**src/psd_pkg.sv**
```systemverilog
package psd_pkg;

    // Widths fixed by the register map and the result format
    localparam int THR_BITS        = 20;
    localparam int APB_DATA_BITS   = 32;
    localparam int APB_ADDR_BITS   = 5;
    localparam int REG_IDX_BITS    = 3;

    // Default parameter values
    localparam int SCALE_FRAC_BITS_DEF = 16;
    localparam int DIST_BITS_DEF       = 21;

    // Register indexes
    localparam logic [REG_IDX_BITS-1:0] REG_SELF_WARN  = 3'd0;
    localparam logic [REG_IDX_BITS-1:0] REG_SELF_STOP  = 3'd1;
    localparam logic [REG_IDX_BITS-1:0] REG_SCENE_WARN = 3'd2;
    localparam logic [REG_IDX_BITS-1:0] REG_SCENE_STOP = 3'd3;
    localparam logic [REG_IDX_BITS-1:0] REG_SCENE_EN   = 3'd4;

    // Register reset values
    localparam logic [THR_BITS-1:0] WARN_RESET = 20'd100000;
    localparam logic [THR_BITS-1:0] STOP_RESET = 20'd50000;

    // Decision codes
    localparam logic [1:0] DEC_STOPPED  = 2'd0;
    localparam logic [1:0] DEC_FUTURE   = 2'd1;
    localparam logic [1:0] DEC_CUR_WARN = 2'd2;
    localparam logic [1:0] DEC_CLEAR    = 2'd3;

    // Sequencer states
    typedef enum logic [1:0] {
        ST_IDLE,
        ST_CLASS,
        ST_DIV,
        ST_DONE
    } t_state;

endpackage

```
**src/proximity_speed_scale_decider_top.sv**
```systemverilog
// Channel     Direction  Signals                                   Accepted when
// record      in         i_valid/o_ready, i_pose .. i_last_record  i_valid && o_ready
// result      out        o_valid/i_ready, o_scale_q16 .. fault     o_valid && i_ready
// config      in         APB psel/penable/pwrite/paddr/pwdata      psel && penable && pwrite
//
// An ordinary record is accepted while idle and the next may follow at once.
// A last record starts the sequencer: 4 class steps, each followed, for a ramping class,
// by SCALE_FRAC_BITS + 1 steps of the shared restoring divider, then the result load.
// The radix-2 divider gives one quotient bit per cycle.
// Reset is synchronous and active low; it restores the configuration registers and clears all classes.
// A stalled result holds the sequencer in its final state until taken.
module proximity_speed_scale_decider_top #(
    parameter int SCALE_FRAC_BITS = psd_pkg::SCALE_FRAC_BITS_DEF,
    parameter int DIST_BITS       = psd_pkg::DIST_BITS_DEF
) (
    input  logic                                 i_clk,
    input  logic                                 i_rst_n,
    // Record channel
    input  logic                                 i_valid,
    output logic                                 o_ready,
    input  logic                                 i_pose,
    input  logic                                 i_kind,
    input  logic signed [DIST_BITS-1:0]          i_distance_um,
    input  logic                                 i_pair_empty,
    input  logic                                 i_last_record,
    // Result channel
    output logic                                 o_valid,
    input  logic                                 i_ready,
    output logic [SCALE_FRAC_BITS:0]             o_scale_q16,
    output logic [1:0]                           o_decision,
    output logic                                 o_config_fault,
    // Configuration port
    input  logic                                 psel,
    input  logic                                 penable,
    input  logic                                 pwrite,
    input  logic [psd_pkg::APB_ADDR_BITS-1:0]    paddr,
    input  logic [psd_pkg::APB_DATA_BITS-1:0]    pwdata,
    output logic [psd_pkg::APB_DATA_BITS-1:0]    prdata,
    output logic                                 pready
);

    localparam int SW  = SCALE_FRAC_BITS + 1;
    localparam int TB  = psd_pkg::THR_BITS;
    localparam int RW  = TB + 1;
    localparam int CW  = ((DIST_BITS > TB + 1) ? DIST_BITS : TB + 1) + 1;
    localparam int CNT_BITS = $clog2(SW);
    localparam logic [SW-1:0] SCALE_ONE = SW'(1) << SCALE_FRAC_BITS;
    localparam logic signed [DIST_BITS-1:0] DIST_MAX = {1'b0, {(DIST_BITS-1){1'b1}}};

    // Configuration registers
    logic [TB-1:0] r_self_warn, r_self_stop, r_scene_warn, r_scene_stop;
    logic          r_scene_en;

    // Class accumulators, index = pose * 2 + kind
    logic signed [DIST_BITS-1:0] r_min [4];
    logic [3:0]                  r_seen;
    logic [3:0]                  r_forced;

    // Sequencer and shared divider
    psd_pkg::t_state r_state, n_state;
    logic [1:0]          r_idx;
    logic [RW-1:0]       r_rem;
    logic [TB-1:0]       r_span;
    logic [SW-1:0]       r_quo;
    logic [CNT_BITS-1:0] r_cnt;
    logic [SW-1:0]       r_cur, r_fut;

    // Output register
    logic                r_out_valid;
    logic [SW-1:0]       r_out_scale;
    logic [1:0]          r_out_dec;
    logic                r_out_fault;

    logic                      rec_accept;
    logic [1:0]                rec_idx;
    logic                      cfg_write;
    logic [psd_pkg::REG_IDX_BITS-1:0] cfg_idx;

    // APB handshake and register index
    assign pready    = 1'b1;
    assign cfg_idx   = paddr[psd_pkg::APB_ADDR_BITS-1:2];
    assign cfg_write = psel && penable && pwrite && pready;

    always_comb begin
        case (cfg_idx)
            psd_pkg::REG_SELF_WARN:  prdata = psd_pkg::APB_DATA_BITS'(r_self_warn);
            psd_pkg::REG_SELF_STOP:  prdata = psd_pkg::APB_DATA_BITS'(r_self_stop);
            psd_pkg::REG_SCENE_WARN: prdata = psd_pkg::APB_DATA_BITS'(r_scene_warn);
            psd_pkg::REG_SCENE_STOP: prdata = psd_pkg::APB_DATA_BITS'(r_scene_stop);
            psd_pkg::REG_SCENE_EN:   prdata = psd_pkg::APB_DATA_BITS'(r_scene_en);
            default:                 prdata = '0;
        endcase
    end

    always_ff @(posedge i_clk) begin
        if (!i_rst_n) begin
            r_self_warn  <= psd_pkg::WARN_RESET;
            r_self_stop  <= psd_pkg::STOP_RESET;
            r_scene_warn <= psd_pkg::WARN_RESET;
            r_scene_stop <= psd_pkg::STOP_RESET;
            r_scene_en   <= 1'b1;
        end else if (cfg_write) begin
            case (cfg_idx)
                psd_pkg::REG_SELF_WARN:  r_self_warn  <= pwdata[TB-1:0];
                psd_pkg::REG_SELF_STOP:  r_self_stop  <= pwdata[TB-1:0];
                psd_pkg::REG_SCENE_WARN: r_scene_warn <= pwdata[TB-1:0];
                psd_pkg::REG_SCENE_STOP: r_scene_stop <= pwdata[TB-1:0];
                psd_pkg::REG_SCENE_EN:   r_scene_en   <= pwdata[0];
                default: ;
            endcase
        end
    end

    assign rec_accept = i_valid && o_ready;
    assign rec_idx    = {i_pose, i_kind};

    // Thresholds and minimum of the class under evaluation
    logic [TB-1:0]          cls_warn, cls_stop;
    logic signed [CW-1:0]   d_ext, warn_ext, stop_ext, d_minus_stop;
    logic                   cls_skip, cls_start_div;
    logic [SW-1:0]          cls_trivial;
    logic                   div_bit;
    logic [RW-1:0]          div_rem_sub;
    logic [SW-1:0]          div_quo_next;
    logic                   fold_en;
    logic [SW-1:0]          fold_val;
    logic                   cfg_fault;
    logic [SW-1:0]          res_scale;
    logic [1:0]             res_dec;
    logic                   load_out;

    assign cls_warn = r_idx[0] ? r_scene_warn : r_self_warn;
    assign cls_stop = r_idx[0] ? r_scene_stop : r_self_stop;
    assign d_ext    = CW'(r_min[r_idx]);
    assign warn_ext = $signed({{(CW-TB){1'b0}}, cls_warn});
    assign stop_ext = $signed({{(CW-TB){1'b0}}, cls_stop});
    assign d_minus_stop = d_ext - stop_ext;

    // Class scale where no division is needed
    always_comb begin
        cls_skip      = r_idx[0] && !r_scene_en;
        cls_start_div = 1'b0;
        cls_trivial   = SCALE_ONE;
        if (r_forced[r_idx]) begin
            cls_trivial = '0;
        end else if (!r_seen[r_idx]) begin
            cls_trivial = SCALE_ONE;
        end else if (d_ext > warn_ext) begin
            cls_trivial = SCALE_ONE;
        end else if (d_ext <= stop_ext) begin
            cls_trivial = '0;
        end else begin
            cls_start_div = 1'b1;
        end
    end

    // One restoring division step: one quotient bit per cycle
    assign div_bit      = (r_rem >= {1'b0, r_span});
    assign div_rem_sub  = div_bit ? (r_rem - {1'b0, r_span}) : r_rem;
    assign div_quo_next = {r_quo[SW-2:0], div_bit};

    // Final decision between current and future pose
    assign cfg_fault = (r_self_warn <= r_self_stop) || (r_scene_warn <= r_scene_stop);

    always_comb begin
        if (cfg_fault) begin
            res_scale = '0;
            res_dec   = psd_pkg::DEC_STOPPED;
        end else if (r_cur < SCALE_ONE) begin
            if (r_cur == '0 && r_fut == '0) begin
                res_scale = '0;
                res_dec   = psd_pkg::DEC_STOPPED;
            end else if (r_cur >= r_fut) begin
                res_scale = r_fut;
                res_dec   = psd_pkg::DEC_FUTURE;
            end else begin
                res_scale = SCALE_ONE;
                res_dec   = psd_pkg::DEC_CUR_WARN;
            end
        end else if (r_fut < SCALE_ONE) begin
            res_scale = r_fut;
            res_dec   = psd_pkg::DEC_FUTURE;
        end else begin
            res_scale = SCALE_ONE;
            res_dec   = psd_pkg::DEC_CLEAR;
        end
    end

    // Next state
    always_comb begin
        n_state = r_state;
        case (r_state)
            psd_pkg::ST_IDLE: begin
                if (rec_accept && i_last_record) n_state = psd_pkg::ST_CLASS;
            end
            psd_pkg::ST_CLASS: begin
                if (!cls_skip && cls_start_div) n_state = psd_pkg::ST_DIV;
                else if (r_idx == 2'd3)         n_state = psd_pkg::ST_DONE;
            end
            psd_pkg::ST_DIV: begin
                if (r_cnt == '0) begin
                    n_state = (r_idx == 2'd3) ? psd_pkg::ST_DONE : psd_pkg::ST_CLASS;
                end
            end
            psd_pkg::ST_DONE: begin
                if (!r_out_valid || i_ready) n_state = psd_pkg::ST_IDLE;
            end
            default: n_state = psd_pkg::ST_IDLE;
        endcase
    end

    // State outputs
    always_comb begin
        o_ready  = 1'b0;
        fold_en  = 1'b0;
        fold_val = cls_trivial;
        load_out = 1'b0;
        case (r_state)
            psd_pkg::ST_IDLE: o_ready = 1'b1;
            psd_pkg::ST_CLASS: begin
                fold_en  = !cls_skip && !cls_start_div;
                fold_val = cls_trivial;
            end
            psd_pkg::ST_DIV: begin
                fold_en  = (r_cnt == '0);
                fold_val = div_quo_next;
            end
            psd_pkg::ST_DONE: load_out = !r_out_valid || i_ready;
            default: ;
        endcase
    end

    // Sequencer, divider and pose minima
    always_ff @(posedge i_clk) begin
        if (!i_rst_n) begin
            r_state <= psd_pkg::ST_IDLE;
            r_idx   <= '0;
        end else begin
            r_state <= n_state;
            if (r_state == psd_pkg::ST_IDLE) begin
                r_idx <= '0;
            end else if ((r_state == psd_pkg::ST_CLASS && (cls_skip || !cls_start_div)) ||
                         (r_state == psd_pkg::ST_DIV && r_cnt == '0)) begin
                r_idx <= r_idx + 2'd1;
            end
        end
    end

    always_ff @(posedge i_clk) begin
        if (r_state == psd_pkg::ST_IDLE) begin
            r_cur <= SCALE_ONE;
            r_fut <= SCALE_ONE;
        end else if (fold_en) begin
            if (!r_idx[1] && fold_val < r_cur) r_cur <= fold_val;
            if (r_idx[1] && fold_val < r_fut)  r_fut <= fold_val;
        end
        if (r_state == psd_pkg::ST_CLASS) begin
            r_rem  <= d_minus_stop[RW-1:0];
            r_span <= cls_warn - cls_stop;
            r_quo  <= '0;
            r_cnt  <= CNT_BITS'(SCALE_FRAC_BITS);
        end else if (r_state == psd_pkg::ST_DIV) begin
            r_rem <= {div_rem_sub[RW-2:0], 1'b0};
            r_quo <= div_quo_next;
            r_cnt <= r_cnt - CNT_BITS'(1);
        end
    end

    // Class accumulators: updated per record, cleared once the result is loaded
    always_ff @(posedge i_clk) begin
        if (!i_rst_n || load_out) begin
            for (int k = 0; k < 4; k++) r_min[k] <= DIST_MAX;
            r_seen   <= '0;
            r_forced <= '0;
        end else if (rec_accept && (!i_kind || r_scene_en)) begin
            r_seen[rec_idx] <= 1'b1;
            if (i_pair_empty) begin
                r_forced[rec_idx] <= 1'b1;
            end else if (i_distance_um < r_min[rec_idx]) begin
                r_min[rec_idx] <= i_distance_um;
            end
        end
    end

    // Output register
    always_ff @(posedge i_clk) begin
        if (!i_rst_n) begin
            r_out_valid <= 1'b0;
        end else if (load_out) begin
            r_out_valid <= 1'b1;
        end else if (i_ready) begin
            r_out_valid <= 1'b0;
        end
    end

    always_ff @(posedge i_clk) begin
        if (load_out) begin
            r_out_scale <= res_scale;
            r_out_dec   <= res_dec;
            r_out_fault <= cfg_fault;
        end
    end

    assign o_valid        = r_out_valid;
    assign o_scale_q16    = r_out_scale;
    assign o_decision     = r_out_dec;
    assign o_config_fault = r_out_fault;

    // A last record always starts the sequencer, which blocks further records.
    a_last_blocks: assert property (@(posedge i_clk) disable iff (!i_rst_n)
        (rec_accept && i_last_record) |=> !o_ready)
        else $error("record accepted while a decision was being computed");

    // A faulty configuration always gives a stop result.
    a_fault_stops: assert property (@(posedge i_clk) disable iff (!i_rst_n)
        (o_valid && o_config_fault) |-> (o_scale_q16 == '0 &&
                                         o_decision == psd_pkg::DEC_STOPPED))
        else $error("configuration fault without stop result");

    // The scale never exceeds 1.0.
    a_scale_range: assert property (@(posedge i_clk) disable iff (!i_rst_n)
        o_valid |-> (o_scale_q16 <= SCALE_ONE))
        else $error("scale above one");

    // Clear and current-warned decisions run at full speed.
    a_full_speed: assert property (@(posedge i_clk) disable iff (!i_rst_n)
        (o_valid && (o_decision == psd_pkg::DEC_CLEAR ||
                     o_decision == psd_pkg::DEC_CUR_WARN)) |-> (o_scale_q16 == SCALE_ONE))
        else $error("full-speed decision with reduced scale");

endmodule
```
**config.mk**
```make
export PLATFORM = sky130hd
export DESIGN_NAME = proximity_speed_scale_decider_top
export DESIGN_NICKNAME = d
export VERILOG_FILES = /design/src/psd_pkg.sv /design/src/proximity_speed_scale_decider_top.sv
export SDC_FILE = /design/constraint.sdc
export NUM_CORES = 1
export LEC_CHECK = 0
export BUFFER_PORTS_ARGS = -buffer_cell sky130_fd_sc_hd__buf_2
export CAP_MARGIN = 20
export CELL_PAD_IN_SITES_DETAIL_PLACEMENT = 1
export CELL_PAD_IN_SITES_GLOBAL_PLACEMENT = 1
export CORE_MARGIN = 4
export CORE_UTILIZATION = 49
export CTS_CLUSTER_DIAMETER = 60
export DETAILED_ROUTE_END_ITERATION = 7
export PLACE_DENSITY_LB_ADDON = 0.05
export RECOVER_POWER = 50
export SLEW_MARGIN = 10
export SYNTH_ARGS = -nofsm -noshare
export SYNTH_HDL_FRONTEND = slang
export SYNTH_SLANG_ARGS = --single-unit
```
**constraint.sdc**
```tcl
create_clock -name i_clk -period 7.4 [get_ports i_clk]
set_input_delay 0.37 -clock i_clk [delete_from_list [all_inputs] [get_ports i_clk]]
set_output_delay 0.37 -clock i_clk [all_outputs]
set_load 0.01 [all_outputs]
```
==> After elaboration in Yosys (flattened, before gate mapping) <==
Memories as Yosys holds them, arrays and structs flattened. A register that Yosys moved wholly into a read port is not among the register bits.
Index checks and enable logic that the tools add are counted.
{ "word_totals": {"out_inout_bits": 55, "ff_bits": 210, "in_bits": 69, "n_memories": 1, "ram_bits": 84, "word_cells": 152} }
{ "memory_table": {"columns": ["memory", "words", "width", "read_ports", "rd_clocked_by_memory_dff", "wr", "line_no", "text"], "rows": [
  ["r_min", 4, 21, 2, 1, 4, "proximity_speed_scale_decider_top.sv:55", "logic signed [DIST_BITS-1:0] r_min [4];"]
]} }
{ "op_classes": {"n_addsub": 5, "n_lt_le_gt_ge": 14, "n_bitwise": 3, "n_reduce_logical": 45, "n_eq_ne": 12, "muxes": 53} }
{ "op_table": {"columns": ["op", "count"], "rows": [
  ["17-bit two-way mux", 9],
  ["20-bit case mux with 5 select lines", 1],
  ["21-bit two-way mux", 3],
  ["20-bit two-way mux", 3],
  ["20-bit less-or-equal comparator", 2],
  ["20-bit subtractor", 2],
  ["17-bit zero test", 2],
  ["17-bit less-than comparator", 2],
  ["17-bit less-than comparator, second input constant", 2],
  ["2-bit two-way mux", 13],
  ["21-bit by 20-bit greater-or-equal comparator with 1-bit output", 1],
  ["21-bit > comparator", 1],
  ["21-bit less-or-equal comparator", 1],
  ["21-bit less-than comparator", 1],
  ["21-bit OR reduction", 1],
  ["21-bit subtractor", 1],
  ["1-bit two-way mux", 19],
  ["17-bit greater-or-equal comparator", 1],
  ["2-bit AND reduction", 8],
  ["1-bit logical AND", 14],
  ["4-bit OR", 2],
  ["2-bit case mux with 4 select lines", 1],
  ["1-bit zero test", 7],
  ["2-bit == test, second input constant", 3],
  ["22 further kinds", 32]
]} }

==> Logic depth before layout (Yosys ltp) <==
{ "depth": {"word_depth": 12, "mapped_depth": 21, "depth_no_buf": 17} }

==> Worst setup path before layout <==
OpenSTA, ideal clock, no wires.
{ "synth_timing": {"path_kind": "in2reg", "start": "in i_kind", "end": "mem r_min[0][0] in the netlist's numbering (enable)", "setup_ps": 432, "t_arrival_ps": 5211, "n_path_buf": 2, "setup_slack_ps": 1757, "required_time_ps": 6968, "cell_stages": 14, "path_cell_list": "buf_1 > buf_1 > mux4_2 > inv_1 > ha_1 > a21o_1 > a21o_1 > a21o_1 > a21o_1 > a211oi_1 > o211ai_1 > xor2_1 > nand2_1 > o31ai_1"} }
{ "synth_rtl": {"columns": ["element", "line_no", "text"], "rows": [
  ["from (decl)", "proximity_speed_scale_decider_top.sv:22", "input logic i_kind,"],
  ["to (decl)", "proximity_speed_scale_decider_top.sv:55", null]
]} }

==> Final worst setup path <==
{ "layout_timing": {"start": "reg r_idx[0]", "end": "reg r_cur[6]"} }
{ "layout_between": {"elab_chain_cells": 10, "elab_cells_between_ends": 25, "classes_between": "order compare: 3; mux: 16; reduce/logical: 6"} }
{ "layout_rtl": {"columns": ["element", "line_no", "text"], "rows": [
  ["from (decl)", "proximity_speed_scale_decider_top.sv:61", "logic [1:0] r_idx;"],
  ["from (signal assigned)", "proximity_speed_scale_decider_top.sv:244", "r_idx <= r_idx + 2'd1;"],
  ["20-bit two-way mux", "proximity_speed_scale_decider_top.sv:133", "assign cls_stop = r_idx[0] ? r_scene_stop : r_self_stop;"],
  ["21-bit less-or-equal comparator", "proximity_speed_scale_decider_top.sv:150", "end else if (d_ext <= stop_ext) begin"],
  ["17-bit two-way mux", "proximity_speed_scale_decider_top.sv:150", null],
  ["17-bit two-way mux", "proximity_speed_scale_decider_top.sv:148", "end else if (d_ext > warn_ext) begin"],
  ["17-bit two-way mux", "proximity_speed_scale_decider_top.sv:146", "end else if (!r_seen[r_idx]) begin"],
  ["17-bit two-way mux *", "proximity_speed_scale_decider_top.sv:144", "if (r_forced[r_idx]) begin"],
  ["17-bit two-way mux *", "proximity_speed_scale_decider_top.sv:218", "case (r_state)"],
  ["named net fold_val[16]", "proximity_speed_scale_decider_top.sv:126", "logic [SW-1:0] fold_val;"],
  ["17-bit less-than comparator *", "proximity_speed_scale_decider_top.sv:254", "if (!r_idx[1] && fold_val < r_cur) r_cur <= fold_val;"],
  ["1-bit logical AND *", "proximity_speed_scale_decider_top.sv:254", null],
  ["2-bit AND reduction (no source line) *", null, null],
  ["to (signal assigned)", "proximity_speed_scale_decider_top.sv:254", null],
  ["to (decl)", "proximity_speed_scale_decider_top.sv:66", "logic [SW-1:0] r_cur, r_fut;"]
]} }
The timed path passes the listed nets; every way through them passes the cells marked *. The select of a mux whose other input is x is not followed.
A chain may end at the register's enable or synchronous reset.

==> results.yml <==
place:
  post-place-cells: 2555
  place_area_sq_um: 20300
  portBuffers: 96
  gp_congestion: 0.881
  post-place-ws_ns: 1.44
  hpwl_mm: 43.5
yosys:
  synth_area_leaders: "edfxtp_1 23%, dfxtp_1 16%, ha_1 13%"
  ys_types: 78
  synth_edf_count: 145
  ys_seq_elements: 296
  synth_cells: 2005
  synth_ff_type: "dfxtp_1"
  ys.warnings.count: 0
  post_synth.cell_area_avg_sq_um: 9.62
  synth_top_area_share_pct: 22.6
  yosysSeqAreaShare_pct: 38.2
  async_flop_share_pct: 0
  synthesis.area_sq_um: 19300
  yosysTopAreaCell: "edfxtp_1"
worst_setup_path:
  startpoint: "r_idx[0]"
  cpPeakStageDelay_ns: 1.08
  critPathArrivalTime_ns: 6.86
  r2r_end: "r_cur[6]"
  start_kind: "flop"
  cp_data_required_time_ns: 7.87
  crit_path_max_fanout: 21
  setup.worst_path.class: "flop to flop"
  crit_chain: "buf_4 > mux2i_1 > ha_1 > o21ai_1 > a21oi_1 > o311ai_1 > a21oi_1 > o21ai_1 > and2b_1 > o31ai_1 > ha_1 > nand4_1 > nor4_1 > a2111oi_4 > buf_4 > mux2i_1"
  endpoint_kind: "flop"
  r2r-start: "r_idx[0]"
  r2r_slack_ns: 1.01
  rr_worst_depth: 16
  cp_slowest_cell: "dfxtp_1"
finish:
  multi_input_area_sq_um: 11000
  antennaDiodeCount: 0
  fill_cells: 4403
  final_cells: 2620
  drive_gt1_share_pct: 12.0
  regArea_sq_um: 7380
  areaGrowthSynthToFinish_pct: 10.5
  final_nets: 2342
  stdcell_area_sq_um: 21300
  fin_util_pct: 54.9
cts:
  post_cts_buffers: 0
  root_buffer: "clkbuf_16"
  clkLatencyLatePin_ns: 0.55
  ctsHoldBuffers: 0
  cts.sinks: 296
  numCtsBuffers: 37
  clockBufferDepth: 3
  cts_tree: "done"
  clk_pin_slew_ns: 0.06
  cts.repair.resized: 0
  h-tree-depth: 2
floorplanning:
  io_pins: 124
  core_sq_um: 38800
  die_w_um: 206
  placementRows: 72
  start_util_pct: 49.7
  dieHeight_um: 206
  die_area_sq_um: 42600
hold_path:
  whs_endpoint: "r_self_stop[16]"
  hold_path_class: "input port to flop"
  worstHoldPathCells: 3
  min-delay-start: "pwdata[16]"
timing:
  final.setup.tns_ns: 0
  tightest_slew_ns: 4.20
  maxSlewHeadroom_pct: -180
  finalClockSkew_ns: 0.0139
  fin_crit_ns: 6.39
  rsz0062_at_grt: "no"
  final-hold-violation-count: 0
  setup_ws_ns: 1.01
  report.final.slew_viol_count: 234
  fmax_mhz: 156
  finalCritPeriodShare_pct: 86.4
  setup_viol: 0
global_route:
  grtUsageTotal_pct: 28.0
  grt_pass1_vias: 16400
  overflow: 0
  grt_pass1_wl_mm: 92.9
  grt_max_degree: 91
  antenna_found_initial: 0
power:
  leakage_nw: 8.24
  power.density_nw_per_um2: 253
  max-vdd-ir-drop_v: 0.000242
status:
  status: "finished, violations left"
  failed_checks: "max-capacitance violations, max-slew violations"
drt:
  wl_per_cell_um: 22.7
  ant_nets: 0
  drt-total-wl_mm: 59.5
  drt_iter0_markers: 859
  vias: 15600
  firstDrtPassIters: 5
  drc: 0
  via_per_inst: 5.94
flow_run:
  maxCapViolations: 5
==> layer usage <==
metal	GRT usage [%]	wire (um)	vias up	share of wire, %
met2	47.9	28900	301	49
li1	-	-	7353	-
met3	3.81	2430	74	4.1
met4	8.70	1620	0	2.7
met1	36.9	26600	7839	45
met5	0	0	-	0
==> flip-flops by register name, indices dropped and copies added (netlist names), 4 cells and up, named ones only <==
register      cells
r_min            84
r_rem            21
r_scene_stop     20
r_scene_warn     20
r_self_stop      20
r_self_warn      20
r_span           20
o_scale_q16      17
r_cur            17
r_fut            17
r_quo            16
r_cnt             5
r_forced          4
r_seen            4
==> Yosys cell counts (7+ instances only) <==
library cell  instances
o21ai_1               8
mux2i_1              73
o21bai_1              7
o211ai_1             19
buf_4                13
or2_2                62
and2_1               40
o21ai_0              54
ha_1                194
a31oi_1              14
a21o_1               47
a221o_1              21
nand3_1              34
a21oi_1             162
buf_1                10
inv_1               155
nor2_1               89
edfxtp_1            145
mux2_2               10
nand2_1             209
xor2_1               16
nor3_1               16
and3_1               11
nand4_1              27
nor4_1               14
nor3b_1               7
a211oi_1             25
nand2b_1             80
xnor2_1              28
a22o_1               20
nor2b_1              25
clkbuf_1             71
dfxtp_1             151
mux4_2               44
o21a_1               17
==> cells in the final DEF (no fill, tap or decap), types with 14 or more instances in the layout <==
master and count:
o21ai_0 53, nor4_1 14, nand4_1 27, o21a_1 17
clkbuf_16 39, o211ai_1 19, a21o_1 47, edfxtp_1 145
dfxtp_1 151, mux2i_1 73, buf_4 16, and2_1 32
nand2b_1 80, a221o_1 21, xnor2_1 28, nor2_1 89
a211oi_1 25, nand3_1 34, clkbuf_1 60, a31oi_1 14
ha_1 193, nand2_1 209, mux4_2 44, a22o_1 20
a21oi_1 161, nor3_1 16, xor2_1 16, nor2b_1 25
inv_1 155, or2_2 62, buf_2 52
==> stage by stage <==
| step | power, mW | hold slack (ns) |
|---|---|---|
| 2_1_floorplan | 3.22 | 0.431 |
| 3_3_place_gp | 3.58 | 0.447 |
| 3_5_place_dp | 3.66 | 0.461 |
| 4_1_cts | 5.41 | 0.0748 |
| 5_1_grt | 5.70 | 0.0864 |
| 6_report | 5.38 | 0.102 |
==> final cells by class <==
class | count | share of cell area (%)
clock buffer | 51 | 4.89
inverter | 157 | 2.77
sequential | 296 | 34.6
tap | 518 | 3.04
multi-input combinational | 1466 | 51.5
clock inverter | 14 | 0.499
timing repair buffer | 118 | 2.67
==> cell families after synthesis <==
family	synth area share (%)
mux	9.51
xor+xnor	2.00
fa+ha+maj	12.9
flops	38.2
buf+inv	5.27
other cells	0.0389
simple gates	16.8
compound gates	15.2
==> critical path: cells and delay by family (launching register included) <==
kind                     cells  cell delay, ns
AND/OR/NAND/NOR              3            0.44
AO/OA/AOI/OAI                7            2.32
buffers and inverters        2            0.78
adder cells (fa/ha/maj)      2            0.73
multiplexers                 2            0.93
flip-flops                   1            1.08
==> power by group <==
part	total [mW]	internal, mW	switching, mW
Combinational	1.61	0.647	0.967
Clock	1.73	1.02	0.711
Sequential	2.04	1.95	0.0851
==> how the worst max path moves through the flow <==
stage | endpoint | slack (ns) | depth (start not counted)
finish | r_cur[6] | 1.01 | 16
global route | r_cur[6] | 0.71 | 16
CTS | r_cur[6] | 1.37 | 16
detailed placement | r_cur[6] | 1.44 | 16
global placement | r_cur[3] | 1.50 | 16
floorplan | r_min[0][0] | 1.76 | 14
(Power assumes the default switching activity.)
